## src/hw/rtl/lcar_pkg.sv

```systemverilog
// ----------------------------------------------------------------------------
// Load cell ADC reader package
// Shared types, codes and constants for the load cell converter reader.
// ----------------------------------------------------------------------------
package lcar_pkg;

  // Conversion word and arithmetic widths.
  localparam int DATA_BITS   = 24;
  localparam int ACC_W       = 34;
  localparam int WEIGHT_W    = 45;
  localparam int COUNT_W     = 8;
  localparam int SCALE_W     = 32;
  localparam int Q_SHIFT     = 12;
  localparam int MUL_HALF_W  = ACC_W / 2;
  localparam int PROD_W      = MUL_HALF_W + SCALE_W;
  localparam int SUM_W       = ACC_W + SCALE_W;
  localparam int NUM_W       = SUM_W - 1 - Q_SHIFT;

  // Depth of the queue between the front and the sequencer.
  localparam int QUEUE_DEPTH = 2;

  // Default readings per weigh.
  localparam int SPW_DEFAULT = 5;

  // Reset values of the configuration registers.
  localparam logic [1:0]           GAIN_RESET   = 2'd0;
  localparam logic [SCALE_W-1:0]   SCALE_RESET  = 32'd164687;
  localparam logic [DATA_BITS-1:0] OFFSET_RESET = 24'd8021000;
  localparam logic [COUNT_W-1:0]   HALF_RESET   = 8'd1;

  // Offset binary conversion mask.
  localparam logic [DATA_BITS-1:0] SIGN_FLIP = 24'h800000;

  // Command codes on the input channel.
  localparam logic [1:0] CMD_TICK  = 2'd0;
  localparam logic [1:0] CMD_WEIGH = 2'd1;
  localparam logic [1:0] CMD_TARE  = 2'd2;

  // Gain select codes.
  localparam logic [1:0] GAIN_128 = 2'd0;
  localparam logic [1:0] GAIN_32  = 2'd1;
  localparam logic [1:0] GAIN_64  = 2'd2;
  localparam logic [1:0] GAIN_BAD = 2'd3;

  // Configuration register indexes.
  localparam logic [1:0] REG_GAIN  = 2'd0;
  localparam logic [1:0] REG_SCALE = 2'd1;
  localparam logic [1:0] REG_ZERO  = 2'd2;
  localparam logic [1:0] REG_HALF  = 2'd3;

  // Kind of job an item starts, and the job in progress.
  typedef enum logic [1:0] {
    JOB_NONE,
    JOB_WEIGH,
    JOB_TARE
  } lcar_job_t;

  // One classified input word.
  typedef struct packed {
    lcar_job_t          kind;
    logic [COUNT_W-1:0] tare_n;
    logic               data;
  } lcar_item_t;

  // Request from the sequencer to the arithmetic unit.
  typedef struct packed {
    logic               start;
    logic               weigh;
    logic [ACC_W-1:0]   acc;
    logic [SCALE_W-1:0] scale;
    logic [COUNT_W-1:0] divisor;
  } lcar_arith_req_t;

  // Response of the arithmetic unit.
  typedef struct packed {
    logic                done;
    logic [WEIGHT_W-1:0] quot;
  } lcar_arith_res_t;

endpackage

```

## src/hw/rtl/lcar_front.sv

```systemverilog
// ----------------------------------------------------------------------------
// Load cell ADC reader front
// Accepts input words, decodes the command and queues them for the sequencer.
// ----------------------------------------------------------------------------
module lcar_front (
  input  logic                clk,
  input  logic                rst_n,
  input  logic                in_valid,
  output logic                in_ready,
  input  logic [1:0]          in_command,
  input  logic [7:0]          in_tare_count,
  input  logic                in_data_pin,
  output logic                item_valid,
  output lcar_pkg::lcar_item_t item,
  input  logic                item_pop
);
  import lcar_pkg::*;

  localparam int PTR_W = (QUEUE_DEPTH > 1) ? $clog2(QUEUE_DEPTH) : 1;
  localparam int CNT_W = $clog2(QUEUE_DEPTH + 1);

  lcar_item_t       queue_r [QUEUE_DEPTH];
  logic [PTR_W-1:0] wr_ptr_r;
  logic [PTR_W-1:0] rd_ptr_r;
  logic [CNT_W-1:0] count_r;
  lcar_item_t       decoded;
  logic             push;

  // Classify the incoming word.
  always_comb begin
    decoded.data   = in_data_pin;
    decoded.tare_n = (in_tare_count == '0) ? COUNT_W'(1) : in_tare_count;
    case (in_command)
      CMD_WEIGH: decoded.kind = JOB_WEIGH;
      CMD_TARE:  decoded.kind = JOB_TARE;
      default:   decoded.kind = JOB_NONE;
    endcase
  end

  assign in_ready   = (count_r != CNT_W'(QUEUE_DEPTH));
  assign push       = in_valid && in_ready;
  assign item_valid = (count_r != '0);
  assign item       = queue_r[rd_ptr_r];

  // Queue storage and pointers.
  always_ff @(posedge clk) begin
    if (!rst_n) begin
      wr_ptr_r <= '0;
      rd_ptr_r <= '0;
      count_r  <= '0;
    end else begin
      if (push) begin
        queue_r[wr_ptr_r] <= decoded;
        wr_ptr_r <= (wr_ptr_r == PTR_W'(QUEUE_DEPTH - 1)) ? '0 : wr_ptr_r + 1'b1;
      end
      if (item_pop) begin
        rd_ptr_r <= (rd_ptr_r == PTR_W'(QUEUE_DEPTH - 1)) ? '0 : rd_ptr_r + 1'b1;
      end
      if (push && !item_pop) begin
        count_r <= count_r + 1'b1;
      end else if (!push && item_pop) begin
        count_r <= count_r - 1'b1;
      end
    end
  end

  // The sequencer only takes words that are present.
  a_pop_nonempty: assert property (@(posedge clk) disable iff (!rst_n)
    item_pop |-> item_valid)
    else $error("word taken from an empty queue");

endmodule

```

## src/hw/rtl/lcar_arith.sv

```systemverilog
// ----------------------------------------------------------------------------
// Load cell ADC reader arithmetic unit
// Scales a weigh sum by the Q20.12 factor and divides it by the reading count
// with one shared multiplier and a restoring divider, one bit per cycle.
// ----------------------------------------------------------------------------
module lcar_arith (
  input  logic                     clk,
  input  logic                     rst_n,
  input  lcar_pkg::lcar_arith_req_t req,
  output lcar_pkg::lcar_arith_res_t res
);
  import lcar_pkg::*;

  localparam int DIV_CNT_W = $clog2(NUM_W);

  typedef enum logic [2:0] {
    AR_IDLE,
    AR_MUL_LO,
    AR_MUL_HI,
    AR_SUM,
    AR_DIV,
    AR_FIN
  } ar_state_t;

  ar_state_t              state_r;
  logic [ACC_W-1:0]       mag_r;
  logic [SCALE_W-1:0]     scale_r;
  logic [COUNT_W-1:0]     div_r;
  logic                   neg_r;
  logic [PROD_W-1:0]      pp_lo_r;
  logic [PROD_W-1:0]      pp_hi_r;
  logic [NUM_W-1:0]       num_r;
  logic [COUNT_W-1:0]     rem_r;
  logic [DIV_CNT_W-1:0]   cnt_r;
  logic                   done_r;
  logic [WEIGHT_W-1:0]    quot_r;

  logic [ACC_W-1:0]       start_mag;
  logic [MUL_HALF_W-1:0]  mul_a;
  logic [PROD_W-1:0]      prod;
  logic [SUM_W-1:0]       sum;
  logic [COUNT_W:0]       trial;
  logic                   q_bit;
  logic [COUNT_W:0]       rem_sub;
  logic [NUM_W-1:0]       signed_q;

  // Magnitude of the accumulator; only a weigh sum is signed.
  assign start_mag = (req.weigh && req.acc[ACC_W-1]) ? (~req.acc + 1'b1) : req.acc;

  // One multiplier shared by the low and high halves of the magnitude.
  assign mul_a = (state_r == AR_MUL_LO) ? mag_r[MUL_HALF_W-1:0] : mag_r[ACC_W-1:MUL_HALF_W];
  assign prod  = PROD_W'(mul_a * scale_r);
  assign sum   = {pp_hi_r, {MUL_HALF_W{1'b0}}} + SUM_W'(pp_lo_r);

  // Restoring division step.
  assign trial   = {rem_r, num_r[NUM_W-1]};
  assign q_bit   = (trial >= {1'b0, div_r});
  assign rem_sub = trial - {1'b0, div_r};

  // Quotient truncates toward zero: negate the magnitude quotient.
  assign signed_q = neg_r ? (~num_r + 1'b1) : num_r;

  // Unit sequencer.
  always_ff @(posedge clk) begin
    if (!rst_n) begin
      state_r <= AR_IDLE;
      done_r  <= 1'b0;
    end else begin
      done_r <= 1'b0;
      case (state_r)
        AR_IDLE: begin
          if (req.start) begin
            mag_r   <= start_mag;
            scale_r <= req.scale;
            div_r   <= req.divisor;
            neg_r   <= req.weigh && req.acc[ACC_W-1];
            rem_r   <= '0;
            cnt_r   <= DIV_CNT_W'(NUM_W - 1);
            num_r   <= NUM_W'(req.acc);
            state_r <= req.weigh ? AR_MUL_LO : AR_DIV;
          end
        end
        AR_MUL_LO: begin
          pp_lo_r <= prod;
          state_r <= AR_MUL_HI;
        end
        AR_MUL_HI: begin
          pp_hi_r <= prod;
          state_r <= AR_SUM;
        end
        AR_SUM: begin
          num_r   <= sum[SUM_W-2:Q_SHIFT];
          state_r <= AR_DIV;
        end
        AR_DIV: begin
          rem_r <= q_bit ? rem_sub[COUNT_W-1:0] : trial[COUNT_W-1:0];
          num_r <= {num_r[NUM_W-2:0], q_bit};
          cnt_r <= cnt_r - 1'b1;
          if (cnt_r == '0) begin
            state_r <= AR_FIN;
          end
        end
        AR_FIN: begin
          quot_r  <= signed_q[WEIGHT_W-1:0];
          done_r  <= 1'b1;
          state_r <= AR_IDLE;
        end
        default: begin
          state_r <= AR_IDLE;
        end
      endcase
    end
  end

  assign res.done = done_r;
  assign res.quot = quot_r;

  // A new job is only started while the unit is free.
  a_start_idle: assert property (@(posedge clk) disable iff (!rst_n)
    req.start |-> state_r == AR_IDLE)
    else $error("arithmetic start while busy");

endmodule

```

## src/hw/rtl/lcar_seq.sv

```systemverilog
// ----------------------------------------------------------------------------
// Load cell ADC reader sequencer
// Runs the serial clock timing, shifts in conversions, accumulates readings,
// holds the configuration registers and drives the result register.
// ----------------------------------------------------------------------------
module lcar_seq #(
  parameter int SAMPLES_PER_WEIGHT = lcar_pkg::SPW_DEFAULT
) (
  input  logic                               clk,
  input  logic                               rst_n,
  input  logic                               cfg_valid,
  input  logic [1:0]                         cfg_index,
  input  logic [31:0]                        cfg_data,
  input  logic                               item_valid,
  input  lcar_pkg::lcar_item_t                item,
  output logic                               item_pop,
  output lcar_pkg::lcar_arith_req_t           req,
  input  lcar_pkg::lcar_arith_res_t           res,
  output logic                               out_valid,
  input  logic                               out_ready,
  output logic                               out_clock_pin,
  output logic                               out_busy_res,
  output logic                               out_weight_valid,
  output logic signed [lcar_pkg::WEIGHT_W-1:0] out_weight,
  output logic                               out_tare_valid,
  output logic [lcar_pkg::DATA_BITS-1:0]     out_offset_value
);
  import lcar_pkg::*;

  typedef enum logic [1:0] {
    PH_IDLE,
    PH_WAIT,
    PH_HIGH,
    PH_LOW
  } phase_t;

  typedef enum logic [1:0] {
    EX_RUN,
    EX_LAUNCH,
    EX_WAIT
  } exec_t;

  function automatic logic [4:0] gain_pulses(input logic [1:0] g);
    case (g)
      GAIN_32: gain_pulses = 5'd2;
      GAIN_64: gain_pulses = 5'd3;
      default: gain_pulses = 5'd1;
    endcase
  endfunction

  phase_t                  phase_r, phase_nxt;
  lcar_job_t               job_r, job_nxt;
  exec_t                   ex_r, ex_nxt;
  logic                    fin_weigh_r, fin_weigh_nxt;
  logic [4:0]              pulse_r, pulse_nxt;
  logic [COUNT_W-1:0]      timer_r, timer_nxt;
  logic [DATA_BITS-1:0]    shift_r, shift_nxt;
  logic [COUNT_W-1:0]      left_r, left_nxt;
  logic [COUNT_W-1:0]      total_r, total_nxt;
  logic [ACC_W-1:0]        acc_r, acc_nxt;
  logic [DATA_BITS-1:0]    offset_r, offset_nxt;
  logic [1:0]              gain_r, gain_nxt;
  logic [SCALE_W-1:0]      scale_r, scale_nxt;
  logic [COUNT_W-1:0]      half_r, half_nxt;

  logic                    out_valid_r, out_valid_nxt;
  logic                    out_clk_r, out_clk_nxt;
  logic                    out_busy_r, out_busy_nxt;
  logic                    out_wv_r, out_wv_nxt;
  logic [WEIGHT_W-1:0]     out_weight_r, out_weight_nxt;
  logic                    out_tv_r, out_tv_nxt;
  logic [DATA_BITS-1:0]    out_offset_r, out_offset_nxt;

  logic                    out_free;
  logic                    step;
  logic [COUNT_W-1:0]      hp;
  logic [COUNT_W-1:0]      timer_inc;
  logic [4:0]              pulse_inc;
  logic [4:0]              end_count;
  logic [DATA_BITS-1:0]    shift_new;
  logic [DATA_BITS-1:0]    raw;
  logic [DATA_BITS:0]      diff;
  logic [ACC_W-1:0]        acc_sum;
  logic [COUNT_W-1:0]      left_dec;
  logic                    job_end;

  assign out_free  = !out_valid_r || out_ready;
  assign step      = (ex_r == EX_RUN) && item_valid && out_free;
  assign item_pop  = step;

  // Datapath for the end of a low half period.
  always_comb begin
    hp        = (half_r == '0) ? COUNT_W'(1) : half_r;
    timer_inc = timer_r + 1'b1;
    pulse_inc = pulse_r + 1'b1;
    end_count = 5'(DATA_BITS) + gain_pulses(gain_r);
    shift_new = (pulse_inc <= 5'(DATA_BITS)) ? {shift_r[DATA_BITS-2:0], item.data} : shift_r;
    raw       = shift_new ^ SIGN_FLIP;
    diff      = {1'b0, raw} - {1'b0, offset_r};
    acc_sum   = (job_r == JOB_WEIGH) ? acc_r + {{(ACC_W-DATA_BITS-1){diff[DATA_BITS]}}, diff}
                                     : acc_r + ACC_W'(raw);
    left_dec  = (left_r == '0) ? '0 : left_r - 1'b1;
  end

  // Next state of the sequencer, the result register and the configuration.
  always_comb begin
    phase_nxt      = phase_r;
    job_nxt        = job_r;
    ex_nxt         = ex_r;
    fin_weigh_nxt  = fin_weigh_r;
    pulse_nxt      = pulse_r;
    timer_nxt      = timer_r;
    shift_nxt      = shift_r;
    left_nxt       = left_r;
    total_nxt      = total_r;
    acc_nxt        = acc_r;
    offset_nxt     = offset_r;
    gain_nxt       = gain_r;
    scale_nxt      = scale_r;
    half_nxt       = half_r;
    out_valid_nxt  = out_valid_r && !out_ready;
    out_clk_nxt    = out_clk_r;
    out_busy_nxt   = out_busy_r;
    out_wv_nxt     = out_wv_r;
    out_weight_nxt = out_weight_r;
    out_tv_nxt     = out_tv_r;
    out_offset_nxt = out_offset_r;
    job_end        = 1'b0;

    req.start   = (ex_r == EX_LAUNCH);
    req.weigh   = fin_weigh_r;
    req.acc     = acc_r;
    req.scale   = scale_r;
    req.divisor = total_r;

    case (ex_r)
      EX_RUN: begin
        if (step) begin
          case (phase_r)
            PH_IDLE: begin
              if (item.kind != JOB_NONE) begin
                job_nxt   = item.kind;
                total_nxt = (item.kind == JOB_WEIGH) ? COUNT_W'(SAMPLES_PER_WEIGHT) : item.tare_n;
                left_nxt  = total_nxt;
                acc_nxt   = '0;
                phase_nxt = PH_WAIT;
              end
            end
            PH_WAIT: begin
              if (!item.data) begin
                phase_nxt = PH_HIGH;
                timer_nxt = '0;
                pulse_nxt = '0;
              end
            end
            PH_HIGH: begin
              timer_nxt = timer_inc;
              if (timer_inc >= hp) begin
                timer_nxt = '0;
                phase_nxt = PH_LOW;
              end
            end
            PH_LOW: begin
              timer_nxt = timer_inc;
              if (timer_inc >= hp) begin
                timer_nxt = '0;
                pulse_nxt = pulse_inc;
                shift_nxt = shift_new;
                if (pulse_inc < end_count) begin
                  phase_nxt = PH_HIGH;
                end else begin
                  acc_nxt  = acc_sum;
                  left_nxt = left_dec;
                  if (left_dec == '0) begin
                    fin_weigh_nxt = (job_r == JOB_WEIGH);
                    phase_nxt     = PH_IDLE;
                    job_nxt       = JOB_NONE;
                    ex_nxt        = EX_LAUNCH;
                    job_end       = 1'b1;
                  end else begin
                    phase_nxt = PH_WAIT;
                  end
                end
              end
            end
            default: begin
              phase_nxt = PH_IDLE;
            end
          endcase

          // An ordinary tick reports at once; a finished job waits for the math.
          if (!job_end) begin
            out_valid_nxt  = 1'b1;
            out_clk_nxt    = (phase_nxt == PH_HIGH);
            out_busy_nxt   = (phase_nxt != PH_IDLE);
            out_wv_nxt     = 1'b0;
            out_weight_nxt = '0;
            out_tv_nxt     = 1'b0;
            out_offset_nxt = offset_nxt;
          end
        end
      end
      EX_LAUNCH: begin
        ex_nxt = EX_WAIT;
      end
      EX_WAIT: begin
        if (res.done) begin
          ex_nxt        = EX_RUN;
          out_valid_nxt = 1'b1;
          out_clk_nxt   = 1'b0;
          out_busy_nxt  = 1'b0;
          if (fin_weigh_r) begin
            out_wv_nxt     = 1'b1;
            out_weight_nxt = res.quot;
            out_tv_nxt     = 1'b0;
          end else begin
            offset_nxt     = res.quot[DATA_BITS-1:0];
            out_wv_nxt     = 1'b0;
            out_weight_nxt = '0;
            out_tv_nxt     = 1'b1;
          end
          out_offset_nxt = offset_nxt;
        end
      end
      default: begin
        ex_nxt = EX_RUN;
      end
    endcase

    // Register writes take effect at once; an invalid gain code is ignored.
    if (cfg_valid) begin
      case (cfg_index)
        REG_GAIN: begin
          if (cfg_data[1:0] != GAIN_BAD) begin
            gain_nxt = cfg_data[1:0];
          end
        end
        REG_SCALE: scale_nxt  = cfg_data;
        REG_ZERO:  offset_nxt = cfg_data[DATA_BITS-1:0];
        REG_HALF:  half_nxt   = cfg_data[COUNT_W-1:0];
        default: begin
          half_nxt = half_r;
        end
      endcase
    end
  end

  // State, configuration and result registers.
  always_ff @(posedge clk) begin
    if (!rst_n) begin
      phase_r     <= PH_IDLE;
      job_r       <= JOB_NONE;
      ex_r        <= EX_RUN;
      fin_weigh_r <= 1'b0;
      pulse_r     <= '0;
      timer_r     <= '0;
      shift_r     <= '0;
      left_r      <= '0;
      total_r     <= '0;
      acc_r       <= '0;
      offset_r    <= OFFSET_RESET;
      gain_r      <= GAIN_RESET;
      scale_r     <= SCALE_RESET;
      half_r      <= HALF_RESET;
      out_valid_r <= 1'b0;
    end else begin
      phase_r      <= phase_nxt;
      job_r        <= job_nxt;
      ex_r         <= ex_nxt;
      fin_weigh_r  <= fin_weigh_nxt;
      pulse_r      <= pulse_nxt;
      timer_r      <= timer_nxt;
      shift_r      <= shift_nxt;
      left_r       <= left_nxt;
      total_r      <= total_nxt;
      acc_r        <= acc_nxt;
      offset_r     <= offset_nxt;
      gain_r       <= gain_nxt;
      scale_r      <= scale_nxt;
      half_r       <= half_nxt;
      out_valid_r  <= out_valid_nxt;
      out_clk_r    <= out_clk_nxt;
      out_busy_r   <= out_busy_nxt;
      out_wv_r     <= out_wv_nxt;
      out_weight_r <= out_weight_nxt;
      out_tv_r     <= out_tv_nxt;
      out_offset_r <= out_offset_nxt;
    end
  end

  assign out_valid        = out_valid_r;
  assign out_clock_pin    = out_clk_r;
  assign out_busy_res     = out_busy_r;
  assign out_weight_valid = out_wv_r;
  assign out_weight       = $signed(out_weight_r);
  assign out_tare_valid   = out_tv_r;
  assign out_offset_value = out_offset_r;

  // The arithmetic unit only answers a job that was launched.
  a_done_in_wait: assert property (@(posedge clk) disable iff (!rst_n)
    res.done |-> ex_r == EX_WAIT)
    else $error("arithmetic result with no job waiting");

  // A job's final word is reported with the converter idle.
  a_end_idle: assert property (@(posedge clk) disable iff (!rst_n)
    out_valid_r && (out_wv_r || out_tv_r) |-> !out_busy_r && !out_clk_r && !(out_wv_r && out_tv_r))
    else $error("job end reported while busy");

  // The arithmetic launch follows the final step of a job.
  a_launch_idle: assert property (@(posedge clk) disable iff (!rst_n)
    ex_r == EX_LAUNCH |-> phase_r == PH_IDLE && job_r == JOB_NONE)
    else $error("arithmetic launched with a job still running");

endmodule

```

## src/hw/rtl/load_cell_adc_reader_core.sv

```systemverilog
// ----------------------------------------------------------------------------
// Load cell ADC reader core
// Bit-banged reader for a 24-bit load cell converter, advanced one tick per
// input word, with weigh averaging, scaling and tare.
// ----------------------------------------------------------------------------
//
//   Channel | Dir | Ports                                         | Handshake
//   --------+-----+-----------------------------------------------+-----------
//   in      | in  | in_command, in_tare_count, in_data_pin        | valid/ready
//   out     | out | out_clock_pin, out_busy_res, out_weight_valid,| valid/ready
//           |     | out_weight, out_tare_valid, out_offset_value  |
//   cfg     | in  | cfg_index, cfg_data                           | valid/ready
//
// Every input word yields exactly one output word. Ordinary ticks stream at one
// word per cycle while the output is taken. The tick that ends a job runs the
// arithmetic unit first: the two multiplier passes for a weigh, then the
// one-bit-per-cycle divider over the 53-bit scaled sum.
// Reset is synchronous; configuration returns to its defaults. The cfg port
// always accepts. A stalled output fills the two-word queue, then in_ready drops.
// ----------------------------------------------------------------------------
module load_cell_adc_reader_core #(
  parameter int SAMPLES_PER_WEIGHT = lcar_pkg::SPW_DEFAULT
) (
  input  logic                               clk,
  input  logic                               rst_n,
  input  logic                               in_valid,
  output logic                               in_ready,
  input  logic [1:0]                         in_command,
  input  logic [7:0]                         in_tare_count,
  input  logic                               in_data_pin,
  output logic                               out_valid,
  input  logic                               out_ready,
  output logic                               out_clock_pin,
  output logic                               out_busy_res,
  output logic                               out_weight_valid,
  output logic signed [lcar_pkg::WEIGHT_W-1:0] out_weight,
  output logic                               out_tare_valid,
  output logic [lcar_pkg::DATA_BITS-1:0]     out_offset_value,
  input  logic                               cfg_valid,
  output logic                               cfg_ready,
  input  logic [1:0]                         cfg_index,
  input  logic [31:0]                        cfg_data
);
  import lcar_pkg::*;

  lcar_item_t      item;
  logic            item_valid;
  logic            item_pop;
  lcar_arith_req_t req;
  lcar_arith_res_t res;

  // Registers are always writable.
  assign cfg_ready = 1'b1;

  // Front: decode and queue input words.
  lcar_front u_front (
    .clk          (clk),
    .rst_n        (rst_n),
    .in_valid     (in_valid),
    .in_ready     (in_ready),
    .in_command   (in_command),
    .in_tare_count(in_tare_count),
    .in_data_pin  (in_data_pin),
    .item_valid   (item_valid),
    .item         (item),
    .item_pop     (item_pop)
  );

  // Back: timing sequencer and result register.
  lcar_seq #(
    .SAMPLES_PER_WEIGHT(SAMPLES_PER_WEIGHT)
  ) u_seq (
    .clk             (clk),
    .rst_n           (rst_n),
    .cfg_valid       (cfg_valid && cfg_ready),
    .cfg_index       (cfg_index),
    .cfg_data        (cfg_data),
    .item_valid      (item_valid),
    .item            (item),
    .item_pop        (item_pop),
    .req             (req),
    .res             (res),
    .out_valid       (out_valid),
    .out_ready       (out_ready),
    .out_clock_pin   (out_clock_pin),
    .out_busy_res    (out_busy_res),
    .out_weight_valid(out_weight_valid),
    .out_weight      (out_weight),
    .out_tare_valid  (out_tare_valid),
    .out_offset_value(out_offset_value)
  );

  // Multiply and divide unit for job results.
  lcar_arith u_arith (
    .clk  (clk),
    .rst_n(rst_n),
    .req  (req),
    .res  (res)
  );

endmodule
```

## config.mk

```make
export PLATFORM = sky130hd
export DESIGN_NAME = load_cell_adc_reader_core
export DESIGN_NICKNAME = d
export VERILOG_FILES = /design/src/hw/rtl/lcar_pkg.sv /design/src/hw/rtl/lcar_front.sv /design/src/hw/rtl/lcar_arith.sv /design/src/hw/rtl/lcar_seq.sv /design/src/hw/rtl/load_cell_adc_reader_core.sv
export SDC_FILE = /design/constraint.sdc
export NUM_CORES = 2
export LEC_CHECK = 0
export BUFFER_PORTS_ARGS = -buffer_cell sky130_fd_sc_hd__buf_2
export CORE_UTILIZATION = 40
export CTS_CLUSTER_DIAMETER = 80
export DETAILED_ROUTE_END_ITERATION = 10
export PLACE_DENSITY = 0.51
export SLEW_MARGIN = 20
export SYNTH_ARGS = -nofsm -noshare
export SYNTH_HDL_FRONTEND = slang
export SYNTH_SLANG_ARGS = --single-unit
```

## constraint.sdc

```tcl
create_clock -name clk -period 12.45 [get_ports clk]
set_clock_uncertainty 0.15 [all_clocks]
set_input_delay 0.6225 -clock clk [delete_from_list [all_inputs] [get_ports clk]]
set_output_delay 0.6225 -clock clk [all_outputs]
set_load 0.1 [all_outputs]
```

== Word level (Yosys, flattened, before mapping) ==
Memories as Yosys holds them, arrays and structs flattened. A register that Yosys moved wholly into a read port is not among the register bits.
Cells that the tools add are included.

* Add/subtract/negate cells: 16
* $mul: 1
* Magnitude comparators: 4
* Equal/unequal tests: 36
* Muxes and demuxes: 106
* Bitwise operators: 4
* Reduce and logical (&&, ||, !) cells: 52

{| class="wikitable"
|+ Operator list
! cell !! number
|-
| $mux W45 || 5
|-
| $mux W24 || 9
|-
| $mux W34 || 5
|-
| $pmux W53 S3 || 1
|-
| $pmux W45 S2 || 1
|-
| $mux W8 || 11
|-
| $pmux W34 S2 || 1
|-
| $add A65 B49 Y65 || 1
|-
| $mux W53 || 1
|-
| $mul A17 B32 Y49 || 1
|-
| $pmux W24 S2 || 1
|-
| $pmux W8 S2 || 3
|-
| $add A45 B1 Y45 const B || 1
|-
| $not A45 Y45 || 1
|-
| $mux W2 || 19
|-
| $add A34 B1 Y34 const B || 1
|-
| $add A34 B24 Y34 || 1
|-
| $add A34 B34 Y34 || 1
|-
| $not A34 Y34 || 1
|-
| $logic_not A8 Y1 || 4
|-
| $mux W1 || 29
|-
| $sub A24 B24 Y25 || 1
|-
| $ne A2 B2 Y1 const B || 11
|-
| $reduce_and A6 Y1 || 3
|-
| 45 further kinds || 106
|}

* Register bits after elaboration: 526
* Memory bits (writable): 22
* Bits of input ports: 50
* Output and inout bits: 76
* Logic and storage cells: 256
* Memories kept: 1

{| class="wikitable"
|+ Memory list
! memory !! words !! width !! rd ports !! clocked after Yosys merged registers in !! wr ports !! line !! text
|-
| u_front.queue_r || 2 || 11 || 1 || 1 || 1 || lcar_front.sv:22 || <nowiki>lcar_item_t queue_r [QUEUE_DEPTH];</nowiki>
|}

== Logic depth before layout (Yosys ltp) ==
* Depth after elaboration: 13
* Gate-level depth with buffers: 33
* Gate-level depth less buffers: 32

== Hierarchy ==
From an unflattened synthesis, not the netlist that was laid out.

* Cells, all modules: 4636
* Area total of the unflattened synthesis: 44866.8 µm²

{| class="wikitable"
|+ By module, submodules not included
! module !! times used !! cells an instance !! area an instance (µm²) !! seq. area each (µm²)
|-
| lcar_arith || 1 || 3059 || 30571.8 || 8247.9
|-
| lcar_seq || 1 || 1502 || 13210.2 || 5415.2
|-
| lcar_front || 1 || 73 || 1073.5 || 760.7
|-
| load_cell_adc_reader_core || 1 || 2 || 11.3 || 0.0
|}

== Worst setup path before layout ==
Ideal clock, no wire load.

* Kind: register -> register
* From: register u_seq.timer_r[2]
* To: register u_seq.out_busy_r, in the netlist u_seq.out_busy_res (enable)
* Setup time: 0.609 ns
* Arrival time: 7.742 ns
* Required time: 11.691 ns
* Setup slack: 3.949 ns
* Stages on the path, launching flop included: 12
* Buffers on the path: 0
* Period minus slack after synthesis: 8.501 ns
* Cells stage by stage: dfxtp_1 -> and3_1 -> and3_1 -> nand3_1 -> xnor2_1 -> ha_1 -> or3_1 -> o22ai_1 -> nand2b_1 -> or3_1 -> a22oi_1 -> nor3b_1

* Cells in the longest elaborated chain, start to end: 8

{| class="wikitable"
|+ Ends and longest elaborated chain
! item !! line !! text
|-
| start, declared || lcar_seq.sv:56 || <nowiki>logic [COUNT_W-1:0] timer_r, timer_nxt;</nowiki>
|-
| start signal, assigned || lcar_seq.sv:272 || <nowiki>timer_r <= timer_nxt;</nowiki>
|-
| $add A8 B1 Y8 || lcar_seq.sv:94 || <nowiki>timer_inc = timer_r + 1'b1;</nowiki>
|-
| $ge A8 B8 Y1 || lcar_seq.sv:165 || <nowiki>if (timer_inc >= hp) begin</nowiki>
|-
| $mux W1 || lcar_seq.sv:165 ||
|-
| $mux W1 || lcar_seq.sv:139 || <nowiki>case (phase_r)</nowiki>
|-
| $mux W1 || lcar_seq.sv:138 || <nowiki>if (step) begin</nowiki>
|-
| $mux W1 || lcar_seq.sv:136 || <nowiki>case (ex_r)</nowiki>
|-
| $ne A2 B2 Y1 (no source line) || - ||
|-
| $reduce_and A5 Y1 (no source line) || - ||
|-
| end signal, assigned || lcar_seq.sv:283 || <nowiki>out_busy_r <= out_busy_nxt;</nowiki>
|-
| end, declared || lcar_seq.sv:68 || <nowiki>logic out_busy_r, out_busy_nxt;</nowiki>
|}

No other way between the ends. The select of a mux whose other input is x is not followed.
A chain may end at the register's enable or synchronous reset.

== Worst setup path in the final report ==
* From: register u_arith.state_r[1]
* To: register u_arith.pp_lo_r[48], data pin

* Cells in the longest elaborated chain, start to end: 3

{| class="wikitable"
|+ Ends and longest elaborated chain
! item !! line !! text
|-
| start, declared || lcar_arith.sv:25 || <nowiki>ar_state_t state_r;</nowiki>
|-
| start signal, assigned || lcar_arith.sv:80 || <nowiki>state_r <= req.weigh ? AR_MUL_LO : AR_DIV;</nowiki>
|-
| $eq A3 B1 Y1 || lcar_arith.sv:51 || <nowiki>assign mul_a = (state_r == AR_MUL_LO) ? mag_r[MUL_HALF_W-1:0] : mag_r[ACC_W-1:MUL_HALF_W];</nowiki>
|-
| $mux W17 || lcar_arith.sv:51 ||
|-
| $mul A17 B32 Y49 || lcar_arith.sv:52 || <nowiki>assign prod = PROD_W'(mul_a * scale_r);</nowiki>
|-
| via u_arith.prod[48] || lcar_arith.sv:40 || <nowiki>logic [PROD_W-1:0] prod;</nowiki>
|-
| end signal, assigned || lcar_arith.sv:84 || <nowiki>pp_lo_r <= prod;</nowiki>
|-
| end, declared || lcar_arith.sv:30 || <nowiki>logic [PROD_W-1:0] pp_lo_r;</nowiki>
|}

The timed path passes the listed nets, and every way through them passes these cells.

==> reports/qor.yml <==
cts_root_buffer: "clkbuf_16"
min_period_ns: 10.28
crit_path_top_delay_cell: "mux2_2"
p_int_w: 0.00330
synthAdderAreaFrac_pct: 26.9
required_ns: 12.68
die_w_um: 338
synth-edff-count: 367
grt_overflow: 0
grt_max_degree: 78
antenna_found_initial: 10
synth_top_area_share_pct: 24.4
path_depth: 26
ys_seq_area_share_pct: 32.0
route.vias.total: 33500
syn-cell-area_um2: 45100
synth.area.mux_share_pct: 1.35
power_density_nw_per_um2: 99.0
routedWlPerCell_um: 21.1
dr.pass1.iters: 6
critical-path-max-stage-delay_ns: 0.99
yosysWarnings: 0
cts-buffers-inserted: 59
track_usage_pct: 23.4
met2_usage_pct: 35.6
post-dp-hpwl_mm: 98.8
antenna_cells: 0
viasPerCell: 5.35
insertion_delay_ns: 0.64
synth_cells: 4732
switching_share_pct: 32.1
yosysMostFrequentCell: "nand2_1"
ys.flop_type: "edfxtp_1"
synthTopCellsByCount: "705 x nand2_1, 653 x inv_1, 453 x fa_1, 367 x edfxtp_1, 244 x ha_1"
final_core_util_pct: 44.2
p_clk_share_pct: 37.7
io_pins: 126
critPathTopFamily: "adder cells"
startpoint_type: "flop"
use_met1_pct: 35.9
gp_congestion: 0.885
ir_drop_mv: 0.0938
die_area_um2: 114000
drive_gt1_share_pct: 6.90
worst_pin_slew_ns: 1.14
crit_type: "flop to flop"
avgSynthCellArea_um2: 9.54
synthXorXnorAreaFrac_pct: 4.38
setup_ws_ns: 2.17
relSlewSlack_pct: 24.1
timing.critical_path.buf_inv: 6
drt_iter0_drc: 3004
synth_top_family_by_area: "adder cells"
path_max_fanout: 35
min_path_cells: 1
cp_common_cell: "fa_1"
hold_viol: 0
synth_compound_area_share_pct: 12.3
grt_pass1_wl_mm: 203
finalSetupTns_ns: 0
p_comb_share_pct: 20.1
hold_class: "input port to flop"
fmax_mhz: 97.3
fin_nets: 5465
synth_fp_nets: 5479
yosys_register_bits: 537
totalWireLength_mm: 132
switchingPower_w: 0.00156
grt_pass1_vias: 32400
row_count: 122
dpl_worst_slack_ns: 2.37
route.detailed.drc: 0
synth-simple-area-share_pct: 15.7
pwr-share-seq_pct: 42.2
synth-async-reset-ratio_pct: 0
drv_slew: 0
cts_tree: "built"
area_growth_syn_to_layout_pct: 8.86
finalSetupViolations: 0
synth_top_cell_by_area: "edfxtp_1"
design.core.area_um2: 111000
worst-endpoint-arrival_ns: 10.51
rsz0062_at_grt: "no"
final_cells: 6254
ys_top_cells_by_area: "edfxtp_1 24%, fa_1 20%, dfxtp_1 7.5%"
ant_nets: 0
io_buffers: 124
met3_usage_pct: 2.81
place_inst: 6144
clk_pin_slew_ns: 0.06
cp-end-kind: "flop"
cts_sinks: 537
fp.dieH_um: 338
cts_max_path_buffers: 3
synth.distinct_cells: 80
drv_cap: 0
rr_worst_depth: 26
timing.final.crit_share_pct: 82.6
fillers: 10900
leakagePower_nw: 22.6
status: "complete, no violations"
htreeDepth: 2
top_usage_layer: "met1"
start_util_pct: 40.6
cts_resized: 0
layout by cell type, fill, tap and decap left out, drive strengths merged, types with 22 or more instances in the layout:
master,instances
mux2i,36
o211ai,36
a22oi,23
dfxtp,170
nand2b,23
nor3,45
o211a,42
and3,72
edfxtp,367
nand3,86
o22ai,22
and2,241
nand2,705
a21o,68
clkbuf,80
o31ai,28
mux2,22
a22o,36
fa,453
a21oi,179
a21boi,52
xnor2,164
o21a,22
nor2,149
inv,656
buf,174
nor2b,64
o21ai,183
a31oi,25
xor2,62
ha,244
per-layer routing:
layer	vias to the layer above	part of all wire (%)
li1	15600	-
met1	16900	49
met2	882	44
met3	92	5.6
met4	0	1.2
met5	-	0
registers in the layout, indices dropped and copies added, names as in the netlist, 22 cells and up, named ones only:
register / cells
u_seq.out_weight: 45
u_arith.num_r: 53
u_seq.out_offset_value: 24
u_arith.scale_r: 32
u_arith.mag_r: 34
u_front.queue_r: 22
u_seq.acc_r: 34
u_seq.scale_r: 32
u_seq.shift_r: 24
u_seq.offset_r: 24
u_arith.pp_lo_r: 37
u_arith.pp_hi_r: 48
u_arith.quot_r: 45
through the flow:
step / hold WS, ns / area (um^2) / total power, W
final: 0.0423 / 49100 / 0.00486
after global placement: 0.261 / 47100 / 0.00306
after detailed placement: 0.265 / 47100 / 0.00306
after floorplan: 0.258 / 45100 / 0.00283
after CTS: 0.00462 / 49100 / 0.00490
after global routing: 0.0270 / 49100 / 0.00504
path summary, 6_finish.rpt:
kind / from / to / slack [ns]
hold / removal: in_tare_count[6] / u_front.queue_r[0][7]$_DFFE_PP_ / 0.04
setup / recovery: u_arith.state_r[1]$_SDFFE_PN0P_ / u_arith.pp_lo_r[48]$_DFFE_PP_ / 2.17
setup reg to reg: u_arith.state_r[1]$_SDFFE_PN0P_ / u_arith.pp_lo_r[48]$_DFFE_PP_ / 2.17
hold reg to reg: u_seq.scale_r[27]$_SDFFE_PN0P_ / u_arith.scale_r[27]$_DFFE_PP_ / 0.28
power by group through the flow:
stage	Combinational, W	Sequential, W	Clock, W
final	0.000976	0.00205	0.00184
after global routing	0.00104	0.00206	0.00193
after CTS	0.000974	0.00205	0.00187
after detailed placement	0.000970	0.00209	0
after global placement	0.000967	0.00209	0
after floorplan	0.000415	0.00242	0
kinds of logic after synthesis:
group,count (synthesis)
simple gates,1480
buf+inv,905
compound gates,828
fa+ha+maj,697
flops,537
xor+xnor,226
mux,58
other cells,1
cell type report:
class	instances	area (um^2)	share of cell area, %
inverters	655	2460	5.00
multi-input cells	3290	27400	55.7
clock buffers	80	1650	3.35
clock inverters	29	360	0.733
flip-flops and latches	537	14400	29.4
repair buffers	175	1010	2.05
well taps	1488	1860	3.79
timing repair:
action,in CTS,in global routing
hold buffers,1,0
buffers inserted,0,0
endpoints found under the hold margin,2,0
No activity file was read; power rests on OpenSTA's default activity.
